==> config.mk <==
export PLATFORM = sky130hd
export DESIGN_NAME = nec_ir_pulse_decoder
export DESIGN_NICKNAME = d
export VERILOG_FILES = /design/src/rtl/core/nip_pkg.sv /design/src/rtl/core/nip_cfg_regs.sv /design/src/rtl/core/nip_decode.sv /design/src/rtl/core/nec_ir_pulse_decoder.sv
export VERILOG_INCLUDE_DIRS = /design/src /design/src/rtl/core
export SDC_FILE = /design/constraint.sdc
export NUM_CORES = 1
export LEC_CHECK = 0
export BUFFER_PORTS_ARGS = -buffer_cell sky130_fd_sc_hd__buf_2
export CAP_MARGIN = 10
export CORE_ASPECT_RATIO = 2
export CORE_MARGIN = 10
export CORE_UTILIZATION = 50
export CTS_CLUSTER_DIAMETER = 60
export DETAILED_ROUTE_END_ITERATION = 12
export PLACE_DENSITY_LB_ADDON = 0.2
export SKIP_CTS_REPAIR_TIMING = 1
export SYNTH_ARGS = -nofsm -noshare
export SYNTH_HDL_FRONTEND = slang
export SYNTH_HIERARCHICAL = 1
export SYNTH_SLANG_ARGS = --single-unit
==> constraint.sdc <==
create_clock -name clock -period 10.4 [get_ports clock]
set_clock_uncertainty 0.1 [all_clocks]
set_input_delay 0.52 -clock clock [delete_from_list [all_inputs] [get_ports clock]]
set_output_delay 0.52 -clock clock [all_outputs]
set_load 0.05 [all_outputs]
==> src/rtl/core/nec_ir_pulse_decoder_assert.svh <==
// Assertion macros for the NEC IR decoder RTL.
`ifndef NEC_IR_PULSE_DECODER_ASSERT_SVH
`define NEC_IR_PULSE_DECODER_ASSERT_SVH

// Antecedent and consequent in the same cycle.
`define NIP_ASSERT_NOW(lbl, clk, rst, ante, cons, msg) \
   lbl: assert property (@(posedge clk) disable iff (rst) (ante) |-> (cons)) \
      else $error(msg);

// Consequent in the cycle after the antecedent.
`define NIP_ASSERT_NEXT(lbl, clk, rst, ante, cons, msg) \
   lbl: assert property (@(posedge clk) disable iff (rst) (ante) |=> (cons)) \
      else $error(msg);

`endif

==> src/rtl/core/nip_pkg.sv <==
// Package for the NEC IR pulse decoder: codes, defaults and shared types.
package nip_pkg;

   localparam int unsigned FRAME_BITS       = 32;
   localparam int unsigned LATCH_US_DEFAULT = 300000;
   localparam int unsigned NUM_CFG          = 8;
   localparam int unsigned CFG_IDX_W        = 3;

   typedef enum logic [CFG_IDX_W-1:0] {
      CSR_LEAD_MARK_MIN   = 3'd0,
      CSR_LEAD_MARK_MAX   = 3'd1,
      CSR_LEAD_SPACE_MIN  = 3'd2,
      CSR_LEAD_SPACE_MAX  = 3'd3,
      CSR_SHORT_PULSE_MIN = 3'd4,
      CSR_SHORT_PULSE_MAX = 3'd5,
      CSR_ONE_SPACE_MIN   = 3'd6,
      CSR_ONE_SPACE_MAX   = 3'd7
   } csr_index_type;

   localparam logic [15:0] CFG_DEFAULT [NUM_CFG] = '{
      16'd8500, 16'd9500, 16'd4000, 16'd5000, 16'd400, 16'd700, 16'd1500, 16'd1900
   };

   typedef enum logic {
      CMD_EDGE = 1'b0,
      CMD_POLL = 1'b1
   } cmd_type;

   typedef enum logic [2:0] {
      PH_IDLE      = 3'd0,
      PH_LEAD_LOW  = 3'd1,
      PH_LEAD_HIGH = 3'd2,
      PH_DATA_LOW  = 3'd3,
      PH_DATA_HIGH = 3'd4
   } phase_type;

   typedef enum logic [1:0] {
      ST_IDLE  = 2'd0,
      ST_FRAME = 2'd1,
      ST_EDGE  = 2'd2
   } status_type;

   typedef struct packed {
      logic [15:0] lead_mark_min;
      logic [15:0] lead_mark_max;
      logic [15:0] lead_space_min;
      logic [15:0] lead_space_max;
      logic [15:0] short_pulse_min;
      logic [15:0] short_pulse_max;
      logic [15:0] one_space_min;
      logic [15:0] one_space_max;
   } bounds_type;

   typedef struct packed {
      status_type  rx_status;
      logic [15:0] frame_word;
      logic        frame_new;
      logic [15:0] pulse_width;
      logic [15:0] edge_total;
   } result_type;

endpackage

==> src/rtl/core/nip_cfg_regs.sv <==
// Window bound registers with zero-selects-default resolution.
module nip_cfg_regs (
   input  logic                                 clock,
   input  logic                                 reset,
   input  logic                                 csr_write_en,
   input  logic [nip_pkg::CFG_IDX_W-1:0]        csr_index,
   input  logic [15:0]                          csr_wdata,
   output nip_pkg::bounds_type                  bounds
);
   import nip_pkg::*;

   logic [15:0] cfg_ff [NUM_CFG];
   logic [15:0] res    [NUM_CFG];

   always_ff @(posedge clock) begin
      if (reset) begin
         for (int i = 0; i < NUM_CFG; i++) begin
            cfg_ff[i] <= CFG_DEFAULT[i];
         end
      end else if (csr_write_en) begin
         cfg_ff[csr_index] <= csr_wdata;
      end
   end

   // zero in a register selects the window's default
   always_comb begin
      for (int i = 0; i < NUM_CFG; i++) begin
         res[i] = (cfg_ff[i] != 16'd0) ? cfg_ff[i] : CFG_DEFAULT[i];
      end
   end

   assign bounds.lead_mark_min   = res[CSR_LEAD_MARK_MIN];
   assign bounds.lead_mark_max   = res[CSR_LEAD_MARK_MAX];
   assign bounds.lead_space_min  = res[CSR_LEAD_SPACE_MIN];
   assign bounds.lead_space_max  = res[CSR_LEAD_SPACE_MAX];
   assign bounds.short_pulse_min = res[CSR_SHORT_PULSE_MIN];
   assign bounds.short_pulse_max = res[CSR_SHORT_PULSE_MAX];
   assign bounds.one_space_min   = res[CSR_ONE_SPACE_MIN];
   assign bounds.one_space_max   = res[CSR_ONE_SPACE_MAX];

endmodule

==> src/rtl/core/nip_decode.sv <==
// Decoder state and single-pass edge/poll update logic.
module nip_decode #(
   parameter int unsigned LATCH_US = nip_pkg::LATCH_US_DEFAULT
) (
   input  logic                clock,
   input  logic                reset,
   input  logic                step,
   input  nip_pkg::cmd_type    cmd,
   input  logic                line_level,
   input  logic [31:0]         time_us,
   input  nip_pkg::bounds_type bounds,
   output nip_pkg::result_type result
);
   import nip_pkg::*;

   localparam logic [31:0] LatchLim = 32'(LATCH_US);

   phase_type   phase_ff,  phase_in;
   logic [31:0] fall_ff,   fall_in;
   logic [31:0] rise_ff,   rise_in;
   logic [31:0] shift_ff,  shift_in;
   logic [5:0]  count_ff,  count_in;
   logic [31:0] event_ff,  event_in;
   status_type  status_ff, status_in;
   logic [15:0] frame_ff,  frame_in;
   logic [15:0] pulse_ff,  pulse_in;
   logic [15:0] edges_ff,  edges_in;
   logic        fresh;
   logic        bit_ok;
   logic [31:0] width;
   logic [31:0] elapsed;

   function automatic logic in_window(logic [31:0] w, logic [15:0] lo, logic [15:0] hi);
      return (w[31:16] == 16'd0) && (w[15:0] >= lo) && (w[15:0] <= hi);
   endfunction

   always_ff @(posedge clock) begin
      if (reset) begin
         phase_ff  <= PH_IDLE;
         fall_ff   <= '0;
         rise_ff   <= '0;
         shift_ff  <= '0;
         count_ff  <= '0;
         event_ff  <= '0;
         status_ff <= ST_IDLE;
         frame_ff  <= '0;
         pulse_ff  <= '0;
         edges_ff  <= '0;
      end else begin
         phase_ff  <= phase_in;
         fall_ff   <= fall_in;
         rise_ff   <= rise_in;
         shift_ff  <= shift_in;
         count_ff  <= count_in;
         event_ff  <= event_in;
         status_ff <= status_in;
         frame_ff  <= frame_in;
         pulse_ff  <= pulse_in;
         edges_ff  <= edges_in;
      end
   end

   always_comb begin
      phase_in  = phase_ff;
      fall_in   = fall_ff;
      rise_in   = rise_ff;
      shift_in  = shift_ff;
      count_in  = count_ff;
      event_in  = event_ff;
      status_in = status_ff;
      frame_in  = frame_ff;
      pulse_in  = pulse_ff;
      edges_in  = edges_ff;
      fresh     = 1'b0;
      bit_ok    = 1'b1;
      elapsed   = time_us - event_ff;
      width     = line_level ? (time_us - fall_ff) : (time_us - rise_ff);

      if (step) begin
         if (cmd == CMD_POLL) begin
            // drop to idle once the latch time has run out
            if (status_ff != ST_IDLE && elapsed > LatchLim) begin
               status_in = ST_IDLE;
            end
         end else begin
            edges_in  = edges_ff + 16'd1;
            status_in = ST_EDGE;
            event_in  = time_us;
            pulse_in  = (width[31:16] != 16'd0) ? 16'hFFFF : width[15:0];
            if (!line_level) begin
               fall_in = time_us;
               unique case (phase_ff)
                  PH_IDLE: begin
                     phase_in = PH_LEAD_LOW;
                  end
                  PH_LEAD_HIGH: begin
                     phase_in = in_window(width, bounds.lead_space_min,
                                          bounds.lead_space_max) ? PH_DATA_LOW : PH_IDLE;
                     shift_in = '0;
                     count_in = '0;
                  end
                  PH_DATA_HIGH: begin
                     // short window wins where the windows overlap
                     if (in_window(width, bounds.short_pulse_min, bounds.short_pulse_max)) begin
                        count_in = count_ff + 6'd1;
                     end else if (in_window(width, bounds.one_space_min,
                                            bounds.one_space_max)) begin
                        shift_in = shift_ff | (32'd1 << count_ff[4:0]);
                        count_in = count_ff + 6'd1;
                     end else begin
                        bit_ok = 1'b0;
                     end
                     if (!bit_ok) begin
                        phase_in = PH_IDLE;
                        shift_in = '0;
                        count_in = '0;
                     end else if (count_in >= 6'(FRAME_BITS)) begin
                        if ((shift_in[7:0] ^ shift_in[15:8]) == 8'hFF &&
                            (shift_in[23:16] ^ shift_in[31:24]) == 8'hFF) begin
                           frame_in  = {shift_in[7:0], shift_in[23:16]};
                           status_in = ST_FRAME;
                           fresh     = 1'b1;
                        end
                        phase_in = PH_IDLE;
                        shift_in = '0;
                        count_in = '0;
                     end else begin
                        phase_in = PH_DATA_LOW;
                     end
                  end
                  PH_LEAD_LOW, PH_DATA_LOW: begin
                  end
                  default: begin
                  end
               endcase
            end else begin
               rise_in = time_us;
               unique case (phase_ff)
                  PH_LEAD_LOW: begin
                     if (in_window(width, bounds.lead_mark_min, bounds.lead_mark_max)) begin
                        phase_in = PH_LEAD_HIGH;
                     end else begin
                        phase_in = PH_IDLE;
                        shift_in = '0;
                        count_in = '0;
                     end
                  end
                  PH_DATA_LOW: begin
                     if (in_window(width, bounds.short_pulse_min, bounds.short_pulse_max)) begin
                        phase_in = PH_DATA_HIGH;
                     end else begin
                        phase_in = PH_IDLE;
                        shift_in = '0;
                        count_in = '0;
                     end
                  end
                  PH_IDLE, PH_LEAD_HIGH, PH_DATA_HIGH: begin
                  end
                  default: begin
                  end
               endcase
            end
         end
      end

      result.rx_status   = status_in;
      result.frame_word  = frame_in;
      result.frame_new   = fresh;
      result.pulse_width = pulse_in;
      result.edge_total  = edges_in;
   end

endmodule

==> src/rtl/core/nec_ir_pulse_decoder.sv <==
// Flow: an accepted request waits in the input register until the response register is free or taken.
// Throughput: one request per cycle while rsp_ready holds; the decoder state updates in one pass
// between the request register and the response register.
// Reset is synchronous and active high: window registers return to their
// defaults, decoder state, counters and status clear, both stages empty.
`include "nec_ir_pulse_decoder_assert.svh"
module nec_ir_pulse_decoder #(
   parameter int unsigned LATCH_US = nip_pkg::LATCH_US_DEFAULT
) (
   input  logic                          clock,
   input  logic                          reset,
   input  logic                          req_valid,
   output logic                          req_ready,
   input  logic                          req_cmd,
   input  logic                          req_line_level,
   input  logic [31:0]                   req_time_us,
   output logic                          rsp_valid,
   input  logic                          rsp_ready,
   output logic [1:0]                    rsp_rx_status,
   output logic [15:0]                   rsp_frame_word,
   output logic                          rsp_frame_new,
   output logic [15:0]                   rsp_pulse_width,
   output logic [15:0]                   rsp_edge_total,
   input  logic                          csr_write_en,
   input  logic [nip_pkg::CFG_IDX_W-1:0] csr_index,
   input  logic [15:0]                   csr_wdata
);
   import nip_pkg::*;

   bounds_type  bounds;
   result_type  result;
   result_type  rsp_ff;
   logic        rsp_valid_ff;
   logic        in_valid_ff;
   cmd_type     in_cmd_ff;
   logic        in_level_ff;
   logic [31:0] in_time_ff;
   logic        advance;
   logic        req_fire;

   assign advance   = in_valid_ff && (!rsp_valid_ff || rsp_ready);
   assign req_ready = !in_valid_ff || advance;
   assign req_fire  = req_valid && req_ready;

   always_ff @(posedge clock) begin
      if (reset) begin
         in_valid_ff  <= 1'b0;
         rsp_valid_ff <= 1'b0;
      end else begin
         if (req_fire) begin
            in_valid_ff <= 1'b1;
         end else if (advance) begin
            in_valid_ff <= 1'b0;
         end
         if (advance) begin
            rsp_valid_ff <= 1'b1;
         end else if (rsp_ready) begin
            rsp_valid_ff <= 1'b0;
         end
      end
   end

   // payload registers: load on accept, hold otherwise
   always_ff @(posedge clock) begin
      if (req_fire) begin
         in_cmd_ff   <= cmd_type'(req_cmd);
         in_level_ff <= req_line_level;
         in_time_ff  <= req_time_us;
      end
      if (advance) begin
         rsp_ff <= result;
      end
   end

   nip_cfg_regs u_cfg (
      .clock        (clock),
      .reset        (reset),
      .csr_write_en (csr_write_en),
      .csr_index    (csr_index),
      .csr_wdata    (csr_wdata),
      .bounds       (bounds)
   );

   nip_decode #(
      .LATCH_US (LATCH_US)
   ) u_decode (
      .clock      (clock),
      .reset      (reset),
      .step       (advance),
      .cmd        (in_cmd_ff),
      .line_level (in_level_ff),
      .time_us    (in_time_ff),
      .bounds     (bounds),
      .result     (result)
   );

   assign rsp_valid       = rsp_valid_ff;
   assign rsp_rx_status   = rsp_ff.rx_status;
   assign rsp_frame_word  = rsp_ff.frame_word;
   assign rsp_frame_new   = rsp_ff.frame_new;
   assign rsp_pulse_width = rsp_ff.pulse_width;
   assign rsp_edge_total  = rsp_ff.edge_total;

   `NIP_ASSERT_NOW(a_new_frame_status, clock, reset, rsp_valid_ff && rsp_ff.frame_new, rsp_ff.rx_status == ST_FRAME, "new frame without frame status")
   `NIP_ASSERT_NEXT(a_advance_gives_rsp, clock, reset, advance, rsp_valid_ff, "processed request produced no response")
   `NIP_ASSERT_NEXT(a_poll_no_frame, clock, reset, advance && in_cmd_ff == CMD_POLL, !rsp_ff.frame_new, "poll reported a new frame")
   `NIP_ASSERT_NEXT(a_accept_loads, clock, reset, req_fire, in_valid_ff, "accepted request lost from input stage")

endmodule

==> results.md, run 1 <==
* Routed WL at 77,600 µm
* Crit path DAT at 8.12 ns
* Max-slew violations at 0
* Die Wd at 177.7 µm
* Synth top cells by count: nand2_1 (309), inv_1 (244), edfxtp_1 (213), a21oi_1 (198), ha_1 (197)
* Fmax at 126.2 MHz
* Setup crit start kind: flop
* Pwr Density at 150.6 nW/µm²
* Final Net Count at 2,944
* Yosys reg bits at 402
* Proportion of layout cells with a drive suffix above 1 at 10.34%
* Final hold violation count at 0
* First-pass GRT wire length at 118,300 µm
* Worst Path Max Fanout at 23
* Avg Inst Size Synth at 9.049 µm²
* GRT Util Overall at 25.47%
* Hold Path Depth at 1
* DRT Pass-1 Iters at 7
* Antenna diodes at 0
* Post-layout instance area at 26,730 µm²
* GPL Wtd Cong at 0.9623
* Initial Utilization at 50.55%
* Most used DFF post-synth: edfxtp_1
* Detail Route Antenna Nets at 0
* Hold path start: req_time_us[29]
* Clock Latency Late Sink at 0.57 ns
* Leading post-synthesis cells by cell area: edfxtp_1 (26%), dfxtp_1 (15%), ha_1 (9.9%)
* DR vias/cell at 6.132
* Status: complete, no violations
* Most common cell in the synthesized netlist: nand2_1
* Root Buffer: clkbuf_16
* Worst R2R Path Depth at 22
* Area after DPL at 25,400 µm²
* Layout area overhead at 7.464%
* Internal reg-to-reg setup slack at 2.47 ns
* WS Path Type: flop to flop
* Vias in the first global route at 20,710
* Worst r2r src: in_level_ff
* Grt ovf at 0
* Crit share post-route at 76.22%
* Distinct cells, synth at 97
* Setup_tns at 0 ns
* Bufs on Longest Clock Path at 3
* Worst path required time at 10.60 ns
* Tmin final at 7.927 ns
* Core area at 49,210 µm²
* Die area at 59,610 µm²
* CTS H-tree depth at 2
* Initial antenna violation count at 0
* Post-synth EDFFs at 213
* Pleak at 0.01097 µW
* Synth area leader: edfxtp_1
* TritonCTS clock tree: done
* RSZ-0062 raised after global routing: false
* Clk pin slew, worst setup/hold paths at 0.07 ns
* Max-cap viol count at 0
* Worst slew pin tran at 1.181 ns
* Mapped Nets at 3,006
* Ports at 111
* CTS buffer count at 41
* Yosys top cell area share at 25.71%
* Post-detail-place hpwl at 58,030 µm
* Drt wl/cell at 23.09 µm
* Row count at 115
* Reg2reg end: rsp_frame_word[7]
* I/O Buffers at 110
* DRC Markers at 0
* Pwr Total at 4025 µW
* Via Count at 20,610
* Ys Warns at 6
* Max transition margin at 21.26%
* Pin count of the biggest net entering global routing at 109
* Worst Setup End Kind: flop
* Cell area after synthesis at 24,880 µm²
* Initial DRC count at 1,575
* Cells after synthesis at 2,749
* # clock sinks at 402
* Maximum vdd drop at 0.1437 mV
* # setup viols final at 0
* Hold crit path type: input port to flop
* Die height at 335.4 µm
* Hold EP: in_time_ff[29]
* Sequential area share after synthesis at 40.92%
* Synth async-reset ratio at 0%
## cell usage in the layout (no fill, tap or decap), types with 27 or more instances in the layout
cell / netlist / layout
nand2_1: 309 / 309
a21oi_1: 198 / 198
and3_1: 99 / 99
ha_1: 197 / 197
dfxtp_1: 189 / 189
nor2b_1: 52 / 52
inv_1: 244 / 244
or3_1: 55 / 55
clkbuf_16: 0 / 42
or4_1: 27 / 27
xnor2_1: 32 / 32
a21o_1: 61 / 61
o41ai_2: 33 / 33
mux2i_1: 38 / 38
o21a_1: 33 / 33
nand3_1: 34 / 34
a31oi_1: 53 / 53
buf_2: 23 / 109
o21ai_0: 79 / 79
nor3_1: 68 / 68
nor2_1: 123 / 120
nand4_1: 52 / 52
edfxtp_1: 213 / 213
## registers in the layout, indices dropped and copies added, names as in the netlist
name                flops
u_decode/phase_ff       3
in_cmd_ff               1
u_cfg/cfg_ff          128
rsp_frame_word         16
u_decode/shift_ff      32
in_level_ff             1
rsp_pulse_width        16
in_time_ff             32
u_decode/event_ff      32
u_decode/pulse_ff      16
rsp_rx_status           2
u_decode/rise_ff       32
rsp_edge_total         16
u_decode/frame_ff      16
rsp_frame_new           1
u_decode/count_ff       6
in_valid_ff             1
rsp_valid               1
u_decode/status_ff      2
u_decode/fall_ff       32
u_decode/edges_ff      16
## logic make-up (layout without fill, tap and decap cells)
| kind of cell | Yosys count | after routing | synth area share (%) |
|---|---|---|---|
| flip-flops | 402 | 402 | 40.92 |
| XOR/XNOR | 51 | 51 | 1.796 |
| buffers and inverters | 477 | 445 | 7.630 |
| adder cells (fa/ha/maj) | 199 | 199 | 10.07 |
| AO/OA/AOI/OAI | 646 | 646 | 18.22 |
| AND/OR/NAND/NOR | 931 | 931 | 19.61 |
| multiplexers | 43 | 43 | 1.755 |
## power by group
| part | internal, µW | switching, µW |
|---|---|---|
| combinational | 260 | 492 |
| sequential | 1740 | 45.8 |
| clock | 826 | 663 |
## final cells by class
class | instances | area [µm²]
Fill cell | 4548 | 22480
Clock buffer | 53 | 1122
Tap cell | 643 | 804.5
Sequential cell | 402 | 10180
Multi-Input combinational cell | 1870 | 12810
Timing Repair Buffer | 127 | 684.4
Clock inverter | 20 | 206.4
Inverter | 245 | 919.6
## how the worst max path moves through the flow
stage | start | to | depth (start not counted)
floorplan | in_level_ff | rsp_frame_word[3] | 29
global placement | in_level_ff | rsp_frame_word[7] | 22
detailed placement | in_level_ff | rsp_frame_word[7] | 22
CTS | in_level_ff | rsp_frame_word[7] | 22
global route | in_level_ff | rsp_frame_word[13] | 22
finish | in_level_ff | rsp_frame_word[7] | 22
## per-stage QoR
stage	hold WS [ns]	setup WS, ns	util (%)	std cells
final	0.02983	2.473	54.32	3360
after detailed placement	0.3458	2.614	51.62	3287
after global routing	0.02177	1.910	54.32	3360
after global placement	0.3406	2.814	51.62	3287
after CTS	0.008692	2.583	54.32	3360
after floorplan	0.3329	3.818	-	2749
## routing by layer
metal / track usage, % / routed length, µm / vias to the layer above
met1: 25.45 / 27320 / 9972
met2: 49.02 / 42360 / 668
met5: 0 / 0 / -
met4: 14.99 / 4915 / 0
li1: - / - / 9744
met3: 2.533 / 3005 / 221
## critical path: stages, from the launching register on
cell and delay [ns]:
edfxtp_1 0.88, buf_4 0.53, mux2i_1 0.25, ha_1 0.30, o2111a_1 0.20, nor4_1 0.53, nor4bb_1 0.16, nor3_1 0.24
xor2_1 0.25, inv_1 0.27, ha_1 0.41, nand4_1 0.11, nor4_1 0.37, nor3_1 0.08, o31ai_1 0.07, o211ai_1 0.18
a21o_1 0.28, nor2_1 0.48, and3_1 0.78, a22oi_1 0.19, nand4_1 0.66, or3_1 0.26, nand2_1 0.06
Power figures use the tool's default switching activity.
==> run 2, diff against run 1 <==
==> constraint.sdc (replaced) <==
create_clock -name clock -period 7.54 [get_ports clock]
set_clock_uncertainty 0.1 [all_clocks]
set_input_delay 0.377 -clock clock [delete_from_list [all_inputs] [get_ports clock]]
set_output_delay 0.377 -clock clock [all_outputs]
set_load 0.05 [all_outputs]
==> results.md, run 2 (synthesis results as in run 1) <==
* First-pass GRT wire length at 116,600 µm
* Maximum vdd drop at 0.2057 mV
* Root Buffer: clkbuf_16
* Routed WL at 76,490 µm
* Hold path start: req_line_level
* Pwr Density at 203.8 nW/µm²
* Max-slew violations at 0
* Clk pwr share at 36.5%
* Drt wl/cell at 22.41 µm
* Vias in the first global route at 20,870
* Initial DRC count at 1,478
* Internal Power at 3921 µW
* CP top delay family: compound AO/OA/AOI/OAI gates
* Die area at 59,610 µm²
* Layout area overhead at 9.421%
* Status: complete, no violations
* Min Hold Slack at 0.02107 ns
* Max FFs per register at 128
* Initial antenna violation count at 0
* Proportion of layout cells with a drive suffix above 1 at 10.80%
* Register Area at 10,180 µm²
* Die Wd at 177.7 µm
* DRC Markers at 0
* Worst path buffer plus inverter count at 2
* Top reg by flops: u_cfg/cfg_ff
* CP Depth at 26
* Worst R2R Path Depth at 26
* Post-detail-place hpwl at 57,640 µm
* Max-cap viol count at 0
* I/O Buffers at 110
* Area of the multi-input gates at 12,820 µm²
* Filler instances at 4,446
* Worst path required time at 7.91 ns
* Crit share post-route at 93.46%
* Crit path DAT at 7.42 ns
* Internal reg-to-reg setup slack at 0.49 ns
* Row count at 115
* Hold crit path type: input port to flop
* Worst slew pin tran at 1.002 ns
* Worst Path Max Fanout at 19
* Worst r2r src: in_level_ff
* Grt ovf at 0
* Via Count at 20,700
* CP max stage cell: edfxtp_1
* TritonCTS clock tree: done
* Ports at 111
* Worst Setup End Kind: flop
* CTS buffer count at 40
* Max stage delay on crit path at 0.54 ns
* CTS H-tree depth at 2
* Met2 WL at 41,580 µm
* NetSw at 1626 µW
* Fmax at 141.9 MHz
* Reg2reg end: u_decode/frame_ff[13]
* Top Layer Used: met4
* GRT Util Overall at 25.03%
* Core area at 49,210 µm²
* DRT Pass-1 Iters at 6
* WS Path Type: flop to flop
* Hold EP: in_level_ff
* DR vias/cell at 6.064
* # clock sinks at 402
* Initial Utilization at 50.55%
* Final hold violation count at 0
* Hold Path Depth at 1
* Most frequent cells in the layout: nand2_1 (308), inv_1 (244), edfxtp_1 (213)
* # setup viols final at 0
* Setup_tns at 0 ns
* Bufs on Longest Clock Path at 3
* Logic gate share of total power at 19.1%
* GPL Wtd Cong at 0.9676
* Detail Route Antenna Nets at 0
* Clk pin slew, worst setup/hold paths at 0.06 ns
* Commonest non-fill, non-tap cell in the layout: nand2_1
* Clock Latency Late Sink at 0.57 ns
* Setup crit start kind: flop
* Sw Share at 29.31%
* Routed length on met1 at 26,630 µm
* Die height at 335.4 µm
* Max transition margin at 33.02%
* Pin count of the biggest net entering global routing at 115
* Final Net Count at 2,994
* Pleak at 0.01120 µW
* Met3 wire len at 3500 µm
* Tmin final at 7.047 ns
* Flop pwr share at 44.3%
run 2: cell count changes in the layout (fill, tap and decap cells not counted), moves of 2 or more:
cell           previous run  this run
nor2_1                  120       118
clkbuf_16                42        44
buf_4                    17        33
nor2_2                    2         4
clkbuf_1                  8        10
clkinv_8                  3         1
dlygate4sd3_1             0        34
run 2: layer usage:
layer | GRT usage (%) | vias to the layer above
li1 | - | 9838
met1 | 24.72 | 9864
met2 | 48.08 | 765
met3 | 3.096 | 230
met4 | 14.74 | 0
met5 | 0 | -
run 2: final cells by class:
| class | count | area share, % |
|---|---|---|
| antenna | 1 | 0.009194 |
| clock buffer | 58 | 4.385 |
| clock inverter | 16 | 0.4827 |
| inverter | 245 | 3.379 |
| multi-input combinational | 1870 | 47.11 |
| sequential | 402 | 37.40 |
| tap | 643 | 2.956 |
| timing repair buffer | 178 | 4.280 |
run 2: power by group through the flow:
stage / Clock, µW / Combinational, µW / Sequential (µW)
after detailed placement: 0 / 1020 / 2510
after global placement: 0 / 987 / 2510
after CTS: 2070 / 1030 / 2460
final: 2030 / 1060 / 2460
after floorplan: 0 / 681 / 2530
after global routing: 2140 / 1160 / 2470
run 2: stage by stage:
stage	power, µW	utilization, %	setup slack (ns)	std cells	instance area (µm²)
after CTS	5558	54.47	0.1049	3371	26810
after detailed placement	3532	51.78	0.1604	3297	25480
after global placement	3493	51.78	0.4621	3297	25480
after global routing	5768	55.31	-0.01455	3412	27220
after floorplan	3209	-	0.9583	2749	24880
final	5547	55.31	0.4928	3413	27220
run 2: worst max path at each step:
stage	startpoint	end
3_3_place_gp	in_level_ff	rsp_frame_word[13]
5_1_grt	in_level_ff	u_decode/frame_ff[13]
6_report	in_level_ff	u_decode/frame_ff[13]
3_5_place_dp	in_level_ff	u_decode/frame_ff[13]
2_1_floorplan	in_level_ff	rsp_frame_word[3]
4_1_cts	in_level_ff	u_decode/frame_ff[13]
